**src/rtl/core/tts_pkg.sv**
```systemverilog
// Package for the task timing statistics block: payload structs, opcodes,
// register indexes and reset constants. No dependencies.
package tts_pkg;

  localparam int unsigned NumTasksDef  = 3;
  localparam int unsigned RingDepthDef = 64;

  localparam logic [1:0] OP_RECORD = 2'd0;
  localparam logic [1:0] OP_QUERY  = 2'd1;
  localparam logic [1:0] OP_CLEAR  = 2'd2;
  localparam logic [1:0] OP_IDLE   = 2'd3;   // no action, answered with zeros

  localparam logic [1:0] REG_EXP0   = 2'd0;
  localparam logic [1:0] REG_EXP1   = 2'd1;
  localparam logic [1:0] REG_EXP2   = 2'd2;
  localparam logic [1:0] REG_JITTER = 2'd3;

  localparam logic [31:0] EXP0_RST   = 32'd10000;
  localparam logic [31:0] EXP1_RST   = 32'd50000;
  localparam logic [31:0] EXP2_RST   = 32'd20000;
  localparam logic [31:0] JITTER_RST = 32'd1000;

  typedef struct packed {
    logic [1:0]  opcode;
    logic [1:0]  task_id;
    logic [31:0] start_stamp;
    logic [31:0] end_stamp;
  } tts_in_t;

  typedef struct packed {
    logic        task_valid;
    logic [31:0] elapsed;
    logic [31:0] min_elapsed;
    logic [31:0] max_elapsed;
    logic [31:0] avg_elapsed;
    logic [31:0] samples_seen;
    logic [31:0] violation_total;
    logic        over_limit;
    logic [31:0] peak_deviation;
  } tts_out_t;

  // classified command handed from front to back
  typedef struct packed {
    logic [1:0]  opcode;
    logic        valid;
    logic [1:0]  task_id;
    logic [31:0] elapsed;
  } tts_cmd_t;

endpackage

```
**src/rtl/core/tts_front.sv**
```systemverilog
// Front end: accepts input transfers, forms elapsed time and classifies.
// Holds a two-entry command queue. Depends on tts_pkg.
module tts_front #(
  parameter int unsigned NUM_TASKS = 3
) (
  input  logic              clk,
  input  logic              rst_n,
  input  logic              in_valid,
  output logic              in_ready,
  input  tts_pkg::tts_in_t  in_data,
  output logic              q_valid,
  input  logic              q_ready,
  output tts_pkg::tts_cmd_t q_cmd
);
  import tts_pkg::*;

  tts_cmd_t   mem_r [2];
  logic       wp_r, rp_r;
  logic [1:0] cnt_r;
  tts_cmd_t   cmd;
  logic       push, pop;

  // classify the incoming item
  always_comb begin
    cmd.opcode  = in_data.opcode;
    cmd.task_id = in_data.task_id;
    cmd.valid   = ({30'd0, in_data.task_id} < NUM_TASKS);
    cmd.elapsed = in_data.end_stamp - in_data.start_stamp;
  end

  assign in_ready = (cnt_r != 2'd2);
  assign push     = in_valid && in_ready;
  assign q_valid  = (cnt_r != 2'd0);
  assign pop      = q_valid && q_ready;
  assign q_cmd    = mem_r[rp_r];

  always_ff @(posedge clk) begin
    if (push) mem_r[wp_r] <= cmd;
  end

  always_ff @(posedge clk) begin
    if (!rst_n) begin
      wp_r  <= 1'b0;
      rp_r  <= 1'b0;
      cnt_r <= 2'd0;
    end else begin
      if (push) wp_r <= ~wp_r;
      if (pop)  rp_r <= ~rp_r;
      cnt_r <= cnt_r + {1'b0, push} - {1'b0, pop};
    end
  end
endmodule

```
**config.mk**
```make
export PLATFORM = sky130hd
export DESIGN_NAME = tts_front
export DESIGN_NICKNAME = d
export VERILOG_FILES = /design/src/rtl/core/tts_pkg.sv /design/src/rtl/core/tts_front.sv
export SDC_FILE = /design/constraint.sdc
export NUM_CORES = 1
export LEC_CHECK = 0
export ABC_AREA = 1
export BUFFER_PORTS_ARGS = -buffer_cell sky130_fd_sc_hd__buf_2
export CORE_UTILIZATION = 60
export CTS_CLUSTER_SIZE = 16
export DETAILED_ROUTE_END_ITERATION = 10
export GPL_ROUTABILITY_DRIVEN = 0
export GPL_TIMING_DRIVEN = 0
export PLACE_DENSITY = 0.95
export SLEW_MARGIN = 20
export SYNTH_ARGS = -nofsm -noshare
export SYNTH_HDL_FRONTEND = slang
export SYNTH_SLANG_ARGS = --single-unit
```
**constraint.sdc**
```tcl
create_clock -name clk -period 4.3 [get_ports clk]
set_input_delay 0.645 -clock clk [delete_from_list [all_inputs] [get_ports clk]]
set_output_delay 0.645 -clock clk [all_outputs]
set_load 0.005 [all_outputs]
```
==> results.toml, run 1 <==
[status]
run_status = "completed"

[logic_synthesis]
syn_nets = 784
synth.lib_cells_used.distinct = 26
ys_seq_elements = 79
synth-simple-area-share_pct = 23.69
synth_sequential_area_ratio_pct = 43.14
ys.warnings.count = 0
netlist_area_mm2 = 0.005383
mapped_avg_cell_area_um2 = 7.939
synth_fa_ha_area_share_pct = 8.043
asyncSetResetFlopFracSynth_pct = 0
post_synth_xor_area_fraction_pct = 2.603
synth-main-ff-cell = "sky130_fd_sc_hd__edfxtp_1"
number_of_enable_type_register_cells_in_the_synthesized_netlist = 74
synth.area.mux_share_pct = 7.741
post_synth_inst_count = 678
dominant_combinational_cell_family_by_area_after_synthesis = "simple AND/OR/NAND/NOR gates"
synth_compound_area_share_pct = 3.394

[hold_path]
hp-class = "reg -> reg"
whs_endpoint = "rp_r$_SDFFE_PN0P_"
holdPathStages = 1
worstHoldStart = "rp_r$_SDFFE_PN0P_"

[clock_network]
numCtsBuffers = 9
cts_max_path_buffers = 2
tritoncts = "yes"
clock_tree.root_cell = "sky130_fd_sc_hd__clkbuf_8"
cts-htree-levels = 3
postCtsHoldBufs = 0
cts.sinks = 79
clk_latency_ns = 0.34
cts_setup_buffers = 0
post_cts.resized_instances = 0
path_clk_slew_ns = 0.07

[power]
power_per_cell_area_mw_per_mm2 = 397.1
pwr-share-clk_pct = 22.8
power.share.sequential_pct = 42.2
power_switching_uw = 785.7
comb_power_share_pct = 35.0
internal_power_mw = 1.736
p_leak_nw = 3.450
power.share.switching_pct = 31.16
max-vdd-ir-drop_mv = 0.2317

[finish]
post_layout_nonfiller_instances = 913
multiInputGateArea_mm2 = 0.002462
design.final.nets = 907
most_frequent_cells_in_the_layout = "237 x sky130_fd_sc_hd__nand2_1, 154 x sky130_fd_sc_hd__inv_1, 114 x sky130_fd_sc_hd__buf_2"
layout_commonest_cell = "sky130_fd_sc_hd__nand2_1"
final_layout_size_suffix_gt1_share_pct = 22.86
antennaDiodeCount = 0
sequential_cell_area_mm2 = 0.002322
syn_to_final_growth_pct = 17.95
fillerInstances = 620

[floorplanning]
initial_utilization_pct = 61.72
floorplan.die.height_um = 96.72
floorplan.die_area_mm2 = 0.009354
floorplan.rows = 34
die_x_um = 96.72
coreArea_mm2 = 0.008721
ioPinCount = 111

[timing]
min_clock_period_post_route_ns = 2.353
hold_viol_final = 0
final.setup.tns_ns = 0
unrepaired_setup_endpoints_after_global_routing = "no"
final.hold.worst_slack_ns = 0.4660
setup_viol_count_final = 0
finalClockSkew_ns = 0.008587
finalMaxSlewViolations = 0
relSlewSlack_pct = 69.74
max_slew.worst_pin.slew_ns = 0.4529
max_freq_mhz = 425.1
period_utilisation_layout_pct = 54.71
layout_setup_ws_ns = 1.947

[critical_path]
endpoint_kind = "output pin"
timing_worst_setup_path_type = "reg -> out"
ff2ff_setup_slack_ns = 2.67
timing.critical_path.fanout_max = 10
rr_startpoint = "cnt_r[0]$_SDFF_PN0_"
crit-reg2reg-capture = "cnt_r[1]$_SDFF_PN0_"
required_ns = 3.65
start_kind = "flop"
number_of_cells_on_the_worst_reg_to_reg_path = 9
worst-endpoint-arrival_ns = 1.71

[global_route]
grt.met1_usage_pct = 32.72
global_route.usage.met2_pct = 46.42
track_usage_pct = 26.41
antenna_found_initial = 0
vias_in_the_first_global_route = 4479
global_route.peak_usage_layer = "met2"
grt.met3_usage_pct = 3.179
wire_length_of_the_first_global_routing_pass_um = 19880
grt_overflow = 0
largest_net_degree_at_the_start_of_global_routing = 26

[place]
post-place-ws_ns = 1.776
cell_total_after_placement = 898
hpwl_um = 9213
io_buffer_count = 110

[routing]
routedWlPerCell_um = 12.89
drc = 0
via_count_normalized_by_instance_count = 5.110
detail_route.first_pass.iterations = 5
drt_iter0_drc = 387
antenna_left = 0
vias = 4665
postRouteWirelength_um = 11770

[job]
drv.max_cap_violation_count = 0
[layout make-up]
type	count	area share [%]
Buffer	5	0.4927
Inverter	155	9.164
Sequential cell	79	36.58
Clock buffer	9	1.951
Tap cell	108	2.129
Multi-Input combinational cell	439	38.79
Timing Repair Buffer	112	9.539
Clock inverter	6	1.360
[worst max-delay path, cell delays in order, from the launching register on]
cell	delay [ns]
sky130_fd_sc_hd__dfxtp_1	0.31
sky130_fd_sc_hd__buf_2	0.24
sky130_fd_sc_hd__buf_2	0.30
sky130_fd_sc_hd__mux2_2	0.38
sky130_fd_sc_hd__buf_2	0.13
[sequential cells by signal (all words and copies together), names as in the netlist, named ones only]
register and count:
cnt_r 2, mem_r 74, rp_r 1, wp_r 1
[power by group through the flow]
stage | clock [mW] | sequential [mW] | combinational (mW)
finish | 0.576 | 1.06 | 0.882
global route | 0.610 | 1.08 | 0.974
CTS | 0.579 | 1.07 | 0.880
detailed placement | 0 | 1.08 | 0.873
global placement | 0 | 1.08 | 0.815
floorplan | 0 | 1.07 | 0.551
[how the worst max path moves through the flow]
stage,start,end,slack (ns),cells past startpoint
CTS,flop,q_cmd[11],1.92,4
global placement,in_valid,mem_r[1][2]$_DFFE_PP_,0.75,3
finish,flop,q_cmd[19],1.95,4
floorplan,in_valid,mem_r[0][0]$_DFFE_PP_,1.55,2
detailed placement,in_data[0],mem_r[0][28]$_DFFE_PP_,1.78,12
global route,flop,q_cmd[11],1.84,4
[cell families after synthesis]
group | after synthesis
DFF | 79
AOI/OAI and AO/OA | 33
xor gates and xnor gates | 16
buffers and inverters | 160
adders and majority gates | 34
muxes | 37
and+or+nand+nor | 319
[metrics by stage]
step                utilization, %  cell area, µm²  total power, mW
floorplan                        -            5383            1.621
detailed placement           70.39            6138            1.952
finish                       72.80            6349            2.521
global placement             69.58            6068            1.892
global route                 72.80            6349            2.660
CTS                          72.80            6349            2.525
[synth_stat cells (2+ instances only)]
master                     number  area [µm²]
sky130_fd_sc_hd__nor2_1        39       146.4
sky130_fd_sc_hd__inv_1        154       578.1
sky130_fd_sc_hd__ha_1          33       412.9
sky130_fd_sc_hd__dfxtp_1        5       100.1
sky130_fd_sc_hd__edfxtp_1      74        2222
sky130_fd_sc_hd__nand3_1       25       125.1
sky130_fd_sc_hd__xor2_1        14       122.6
sky130_fd_sc_hd__xnor2_1        2       17.52
sky130_fd_sc_hd__nor3_1         2       10.01
sky130_fd_sc_hd__a21oi_1       25       125.1
sky130_fd_sc_hd__nand2_2        6       37.54
sky130_fd_sc_hd__nand2_1      237       889.6
sky130_fd_sc_hd__mux2_2        37       416.7
sky130_fd_sc_hd__buf_2          4       20.02
sky130_fd_sc_hd__o21ai_0        3       15.01
sky130_fd_sc_hd__nor2_2         3       18.77
sky130_fd_sc_hd__nand4_1        5       31.28
sky130_fd_sc_hd__o21bai_1       2       15.01
[metal layers]
| metal | part of all wire (%) | up-vias | wire (µm) |
|---|---|---|---|
| li1 | - | 2357 | - |
| met1 | 41 | 2062 | 4802 |
| met2 | 49 | 212 | 5726 |
| met3 | 6.9 | 34 | 818 |
| met4 | 3.6 | 0 | 422 |
| met5 | 0 | - | 0 |
Power figures use the tool's default switching activity.
==> inputs of run 2 (changes only) <==
--- a/config.mk
+++ b/config.mk
@@ -7,12 +7,12 @@
 export LEC_CHECK = 0
 export ABC_AREA = 1
 export BUFFER_PORTS_ARGS = -buffer_cell sky130_fd_sc_hd__buf_2
-export CORE_UTILIZATION = 60
+export CORE_UTILIZATION = 56
 export CTS_CLUSTER_SIZE = 16
 export DETAILED_ROUTE_END_ITERATION = 10
 export GPL_ROUTABILITY_DRIVEN = 0
 export GPL_TIMING_DRIVEN = 0
-export PLACE_DENSITY = 0.95
+export PLACE_DENSITY = 0.92
 export SLEW_MARGIN = 20
 export SYNTH_ARGS = -nofsm -noshare
 export SYNTH_HDL_FRONTEND = slang
==> constraint.sdc (replaced) <==
create_clock -name clk -period 2.33 [get_ports clk]
set_input_delay 0.3495 -clock clk [delete_from_list [all_inputs] [get_ports clk]]
set_output_delay 0.3495 -clock clk [all_outputs]
set_load 0.005 [all_outputs]
==> run 2 against run 1 <==
  * Via count decreased by 0.94%
  * Critical path depth stayed put
  * Clock power rose by 86%
  * Global-route usage fell by 2.4 points
  * Final cell count is 2.4% higher
  * Utilization fell by 4.1 points
  * Critical endpoint unchanged
  * Largest power group unchanged
  * Worst hold slack lost 0.26 ns
  * Die area is 7.0% higher
  * Register-to-register slack lost 2.2 ns
  * Highest routed layer unchanged
  * Final area up 0.45%
  * Non-clock buffer count is the same
==> results.toml, run 2 (synthesis gave the netlist of run 1 again) <==
[timing]
relSlewSlack_pct = 54.16
finalMaxSlewViolations = 0
setup_viol_count_final = 0
unrepaired_setup_endpoints_after_global_routing = "no"
period_utilisation_layout_pct = 88.67
hold_viol_final = 0
max_freq_mhz = 484.0
max_slew.worst_pin.slew_ns = 0.6860
finalClockSkew_ns = 0.004821
min_clock_period_post_route_ns = 2.066
final.hold.worst_slack_ns = 0.2097
layout_setup_ws_ns = 0.2640

[finish]
largest_register_ff_count = 74
antennaDiodeCount = 0
final_layout_size_suffix_gt1_share_pct = 22.83
layout_commonest_cell = "sky130_fd_sc_hd__nand2_1"
most_frequent_cells_in_the_layout = "237 x sky130_fd_sc_hd__nand2_1, 154 x sky130_fd_sc_hd__inv_1, 114 x sky130_fd_sc_hd__buf_2"
post_layout_nonfiller_instances = 935
register_containing_the_most_flip_flops_in_the_final_layout = "mem_r"
reg_top3 = "mem_r: 74 flops, cnt_r: 2 flops"
design.final.nets = 907
syn_to_final_growth_pct = 18.48

[job]
drv.max_cap_violation_count = 0

[critical_path]
number_of_cells_on_the_worst_reg_to_reg_path = 5
timing.critical_path.fanout_max = 10
endpoint_kind = "output pin"
ff2ff_setup_slack_ns = 0.52
required_ns = 1.98
start_kind = "flop"
rr_startpoint = "cnt_r[0]$_SDFF_PN0_"
crit-reg2reg-capture = "mem_r[1][13]$_DFFE_PP_"
worst-endpoint-arrival_ns = 1.72
timing_worst_setup_path_type = "reg -> out"

[global_route]
wire_length_of_the_first_global_routing_pass_um = 18660
largest_net_degree_at_the_start_of_global_routing = 22
track_usage_pct = 23.99
vias_in_the_first_global_route = 4195
grt_overflow = 0
antenna_found_initial = 0

[clock_network]
numCtsBuffers = 9
cts.sinks = 79
path_clk_slew_ns = 0.07
postCtsHoldBufs = 0
cts_setup_buffers = 0
tritoncts = "yes"
clock_tree.root_cell = "sky130_fd_sc_hd__clkbuf_8"
cts_max_path_buffers = 2
clk_latency_ns = 0.33
cts-htree-levels = 3
post_cts.resized_instances = 0

[power]
max-vdd-ir-drop_mv = 0.4099
p_leak_nw = 3.447
report.power.total_mw = 4.652
power_per_cell_area_mw_per_mm2 = 729.5

[hold_path]
worstHoldStart = "in_data[67]"
whs_endpoint = "mem_r[1][36]$_DFFE_PP_"
holdPathStages = 1
hp-class = "in -> reg"

[routing]
postRouteWirelength_um = 11490
drc = 0
antenna_left = 0
detail_route.first_pass.iterations = 5
drt_iter0_drc = 357
vias = 4621
via_count_normalized_by_instance_count = 4.942
routedWlPerCell_um = 12.29

[floorplanning]
floorplan.rows = 35
coreArea_mm2 = 0.009284
floorplan.die_area_mm2 = 0.01001
die_x_um = 100.0
ioPinCount = 111
floorplan.die.height_um = 100.0
initial_utilization_pct = 57.98

[place]
io_buffer_count = 110
post-place-ws_ns = 0.09054
hpwl_um = 9193
cell_total_after_placement = 919

[status]
run_status = "completed"
-- run 2: cell count changes in the layout (fill, tap and decap cells not counted), sizes merged --
| cell | delta |
|---|---|
| clkinvlp | +1 |
| clkinv | -1 |
| clkbuf | +1 |
-- run 2: area by class of cell --
class | instances | area, µm²
Clock buffer | 10 | 127.6
Tap cell | 129 | 161.4
Multi-Input combinational cell | 439 | 2462
Inverter | 155 | 581.8
Fill cell | 760 | 2907
Buffer | 5 | 31.28
Timing Repair Buffer | 112 | 605.6
Sequential cell | 79 | 2322
Clock inverter | 6 | 85.08
-- run 2: worst max-delay path, stage by stage, from the launching register on --
cell and delay (ns):
sky130_fd_sc_hd__dfxtp_1 0.31, sky130_fd_sc_hd__buf_2 0.24, sky130_fd_sc_hd__buf_2 0.31, sky130_fd_sc_hd__mux2_2 0.39, sky130_fd_sc_hd__buf_2 0.13
-- run 2: worst max-delay path by stage --
stage,end,cells past startpoint
6_report,q_cmd[19],4
4_1_cts,q_cmd[13],4
5_1_grt,q_cmd[19],4
2_1_floorplan,mem_r[0][0]$_DFFE_PP_,4
3_3_place_gp,mem_r[0][2]$_DFFE_PP_,4
3_5_place_dp,mem_r[1][20]$_DFFE_PP_,12
-- run 2: stage by stage --
stage | setup TNS (ns) | utilization [%] | cell area, µm²
after floorplan | -16.51 | - | 5383
after global placement | -69.24 | 65.65 | 6095
after detailed placement | 0 | 66.40 | 6165
after CTS | 0 | 68.69 | 6377
after global routing | 0 | 68.69 | 6377
final | 0 | 68.69 | 6377
-- run 2: metal layers --
metal / track usage (%) / vias up / share of wire (%)
li1: - / 2358 / -
met1: 29.84 / 2083 / 43
met2: 43.34 / 164 / 49
met3: 3.064 / 16 / 6.2
met4: 7.804 / 0 / 1.9
met5: 0 / - / 0
-- run 2: report_power, final --
part           internal (mW)  total, mW  leakage [nW]  switching (mW)
combinational          0.712       1.63          2.61           0.916
sequential              1.90       1.96         0.734          0.0627
clock                  0.600       1.07         0.102           0.467
==> inputs of run 3 (changes only) <==
--- a/config.mk
+++ b/config.mk
@@ -11,7 +11,6 @@
 export CTS_CLUSTER_SIZE = 16
 export DETAILED_ROUTE_END_ITERATION = 10
 export GPL_ROUTABILITY_DRIVEN = 0
-export GPL_TIMING_DRIVEN = 0
 export PLACE_DENSITY = 0.92
 export SLEW_MARGIN = 20
 export SYNTH_ARGS = -nofsm -noshare
==> run 3 against run 2 <==
  * Critical path depth down 1
  * Non-clock buffer count down 4
  * Fmax up 5.0%
  * Worst hold slack worse by 0.012 ns
  * Clock power down 6%
  * Critical path type unchanged
==> results.toml, run 3 (synthesis gave the netlist of run 1 again) <==
[critical_path]
start_kind = "flop"
worst-endpoint-arrival_ns = 1.62
required_ns = 1.98
ff2ff_setup_slack_ns = 0.65
critPathSlowestCell = "sky130_fd_sc_hd__mux2_2"
worst_setup_path_endpoint = "q_cmd[12]"
rr_startpoint = "cnt_r[0]$_SDFF_PN0_"
timing.critical_path.slowest_cell_delay_ns = 0.42
crit-reg2reg-capture = "cnt_r[1]$_SDFF_PN0_"
cp.buffers_inverters = 2
kind_of_cell_with_the_highest_combined_delay_on_the_critical_path = "buffers and inverters"
endpoint_kind = "output pin"
number_of_cells_on_the_worst_reg_to_reg_path = 9
critical_path_depth = 3
timing.critical_path.fanout_max = 37
timing_worst_setup_path_type = "reg -> out"
crit_path_cell_trace = "buf_4, mux2_2, buf_2"

[finish]
register_containing_the_most_flip_flops_in_the_final_layout = "mem_r"
design.final.nets = 903
syn_to_final_growth_pct = 17.06
multiInputGateArea_mm2 = 0.002462
sequential_cell_area_mm2 = 0.002322
final_layout_size_suffix_gt1_share_pct = 22.10
post_layout_nonfiller_instances = 930
largest_register_ff_count = 74
fillerInstances = 752
design_area_mm2 = 0.006301
layout_commonest_cell = "sky130_fd_sc_hd__nand2_1"
final_core_utilization_pct = 67.87
antennaDiodeCount = 0
reg_top3 = "mem_r: 74 flops, cnt_r: 2 flops"
most_frequent_cells_in_the_layout = "237 x sky130_fd_sc_hd__nand2_1, 154 x sky130_fd_sc_hd__inv_1, 110 x sky130_fd_sc_hd__buf_2"

[global_route]
wire_length_of_the_first_global_routing_pass_um = 18920
antenna_found_initial = 0
track_usage_pct = 24.34
vias_in_the_first_global_route = 4236
largest_net_degree_at_the_start_of_global_routing = 38
grt_overflow = 0

[hold_path]
hp-class = "in -> reg"

[timing]
max_slew.worst_pin.slew_ns = 0.4956
setup_viol_count_final = 0
min_clock_period_post_route_ns = 1.968
hold_viol_final = 0
relSlewSlack_pct = 66.96
unrepaired_setup_endpoints_after_global_routing = "no"
max_freq_mhz = 508.3
finalClockSkew_ns = 0.006317
final.setup.tns_ns = 0
finalMaxSlewViolations = 0
period_utilisation_layout_pct = 84.44
layout_setup_ws_ns = 0.3625

[power]
power.share.sequential_pct = 43.1
power_per_cell_area_mw_per_mm2 = 722.9
internal_power_mw = 3.155
power.share.switching_pct = 30.73
comb_power_share_pct = 34.6
pwr-share-clk_pct = 22.3
power_switching_mw = 1.400
p_leak_nw = 3.412
max-vdd-ir-drop_mv = 0.4712

[floorplanning]
floorplan.die_area_mm2 = 0.01001
die_x_um = 100.0
floorplan.rows = 35
ioPinCount = 111
floorplan.die.height_um = 100.0
coreArea_mm2 = 0.009284
initial_utilization_pct = 57.98

[clock_network]
cts.sinks = 79
path_clk_slew_ns = 0.07
cts_max_path_buffers = 2
cts-htree-levels = 3
tritoncts = "yes"
clk_latency_ns = 0.34
postCtsHoldBufs = 0
cts_setup_buffers = 0
clock_tree.root_cell = "sky130_fd_sc_hd__clkbuf_8"
numCtsBuffers = 9
post_cts.resized_instances = 0

[place]
post-place-ws_ns = 0.1512
detailed_place.area_mm2 = 0.006101
cell_total_after_placement = 915
io_buffer_count = 110
hpwl_um = 9145

[routing]
detail_route.first_pass.iterations = 6
via_count_normalized_by_instance_count = 4.955
postRouteWirelength_um = 11540
vias = 4608
antenna_left = 0
routedWlPerCell_um = 12.41
drt_iter0_drc = 333
drc = 0

[status]
run_status = "completed"

[job]
drv.max_cap_violation_count = 0
[run 3: power groups by stage]
stage / Sequential (mW) / Combinational (mW) / Clock (mW)
floorplan: 1.98 / 1.02 / 0
global placement: 1.97 / 1.52 / 0
detailed placement: 1.99 / 1.56 / 0
CTS: 1.97 / 1.58 / 1.03
global route: 1.98 / 1.76 / 1.10
finish: 1.96 / 1.58 / 1.01
[run 3: area by class of cell]
cell class	instances	share of cell area, %
Clock buffer	9	1.966
Clock inverter	6	1.211
Inverter	155	9.234
Multi-Input combinational cell	439	39.08
Sequential cell	79	36.85
Tap cell	129	2.562
Timing Repair Buffer	113	9.095
[run 3: worst reg2reg max path, cell delays in order (launching register included)]
cell and delay (ns):
sky130_fd_sc_hd__dfxtp_1 0.35, sky130_fd_sc_hd__inv_1 0.06, sky130_fd_sc_hd__nand2_1 0.07, sky130_fd_sc_hd__nand2_1 0.19, sky130_fd_sc_hd__ha_1 0.35, sky130_fd_sc_hd__inv_1 0.04
sky130_fd_sc_hd__ha_1 0.17, sky130_fd_sc_hd__xnor2_1 0.13, sky130_fd_sc_hd__o21ai_0 0.17, sky130_fd_sc_hd__a21oi_1 0.05
[run 3: routing by layer]
layer,global-route usage (%),share of wire (%),vias to the layer above
li1,-,-,2346
met1,31.22,44,2072
met2,41.59,48,163
met3,3.273,4.8,27
met4,10.37,2.7,0
met5,0,0,-
[run 3: worst min path at each step]
stage                            from                      to  slack (ns)  depth (start not counted)
floorplan           rp_r$_SDFFE_PN0P_                    flop        0.43                          1
global placement    rp_r$_SDFFE_PN0P_                    flop        0.43                          1
detailed placement  rp_r$_SDFFE_PN0P_                    flop        0.44                          1
CTS                       in_data[67]  mem_r[1][36]$_DFFE_PP_        0.18                          1
global route              in_data[66]  mem_r[0][35]$_DFFE_PP_        0.18                          1
finish                    in_data[67]  mem_r[0][36]$_DFFE_PP_        0.20                          1
[run 3: metrics by stage]
stage | hold WS, ns | power [mW]
floorplan | 0.4255 | 2.992
global placement | 0.4319 | 3.494
detailed placement | 0.4397 | 3.556
CTS | 0.1845 | 4.575
global route | 0.1810 | 4.836
finish | 0.1980 | 4.555
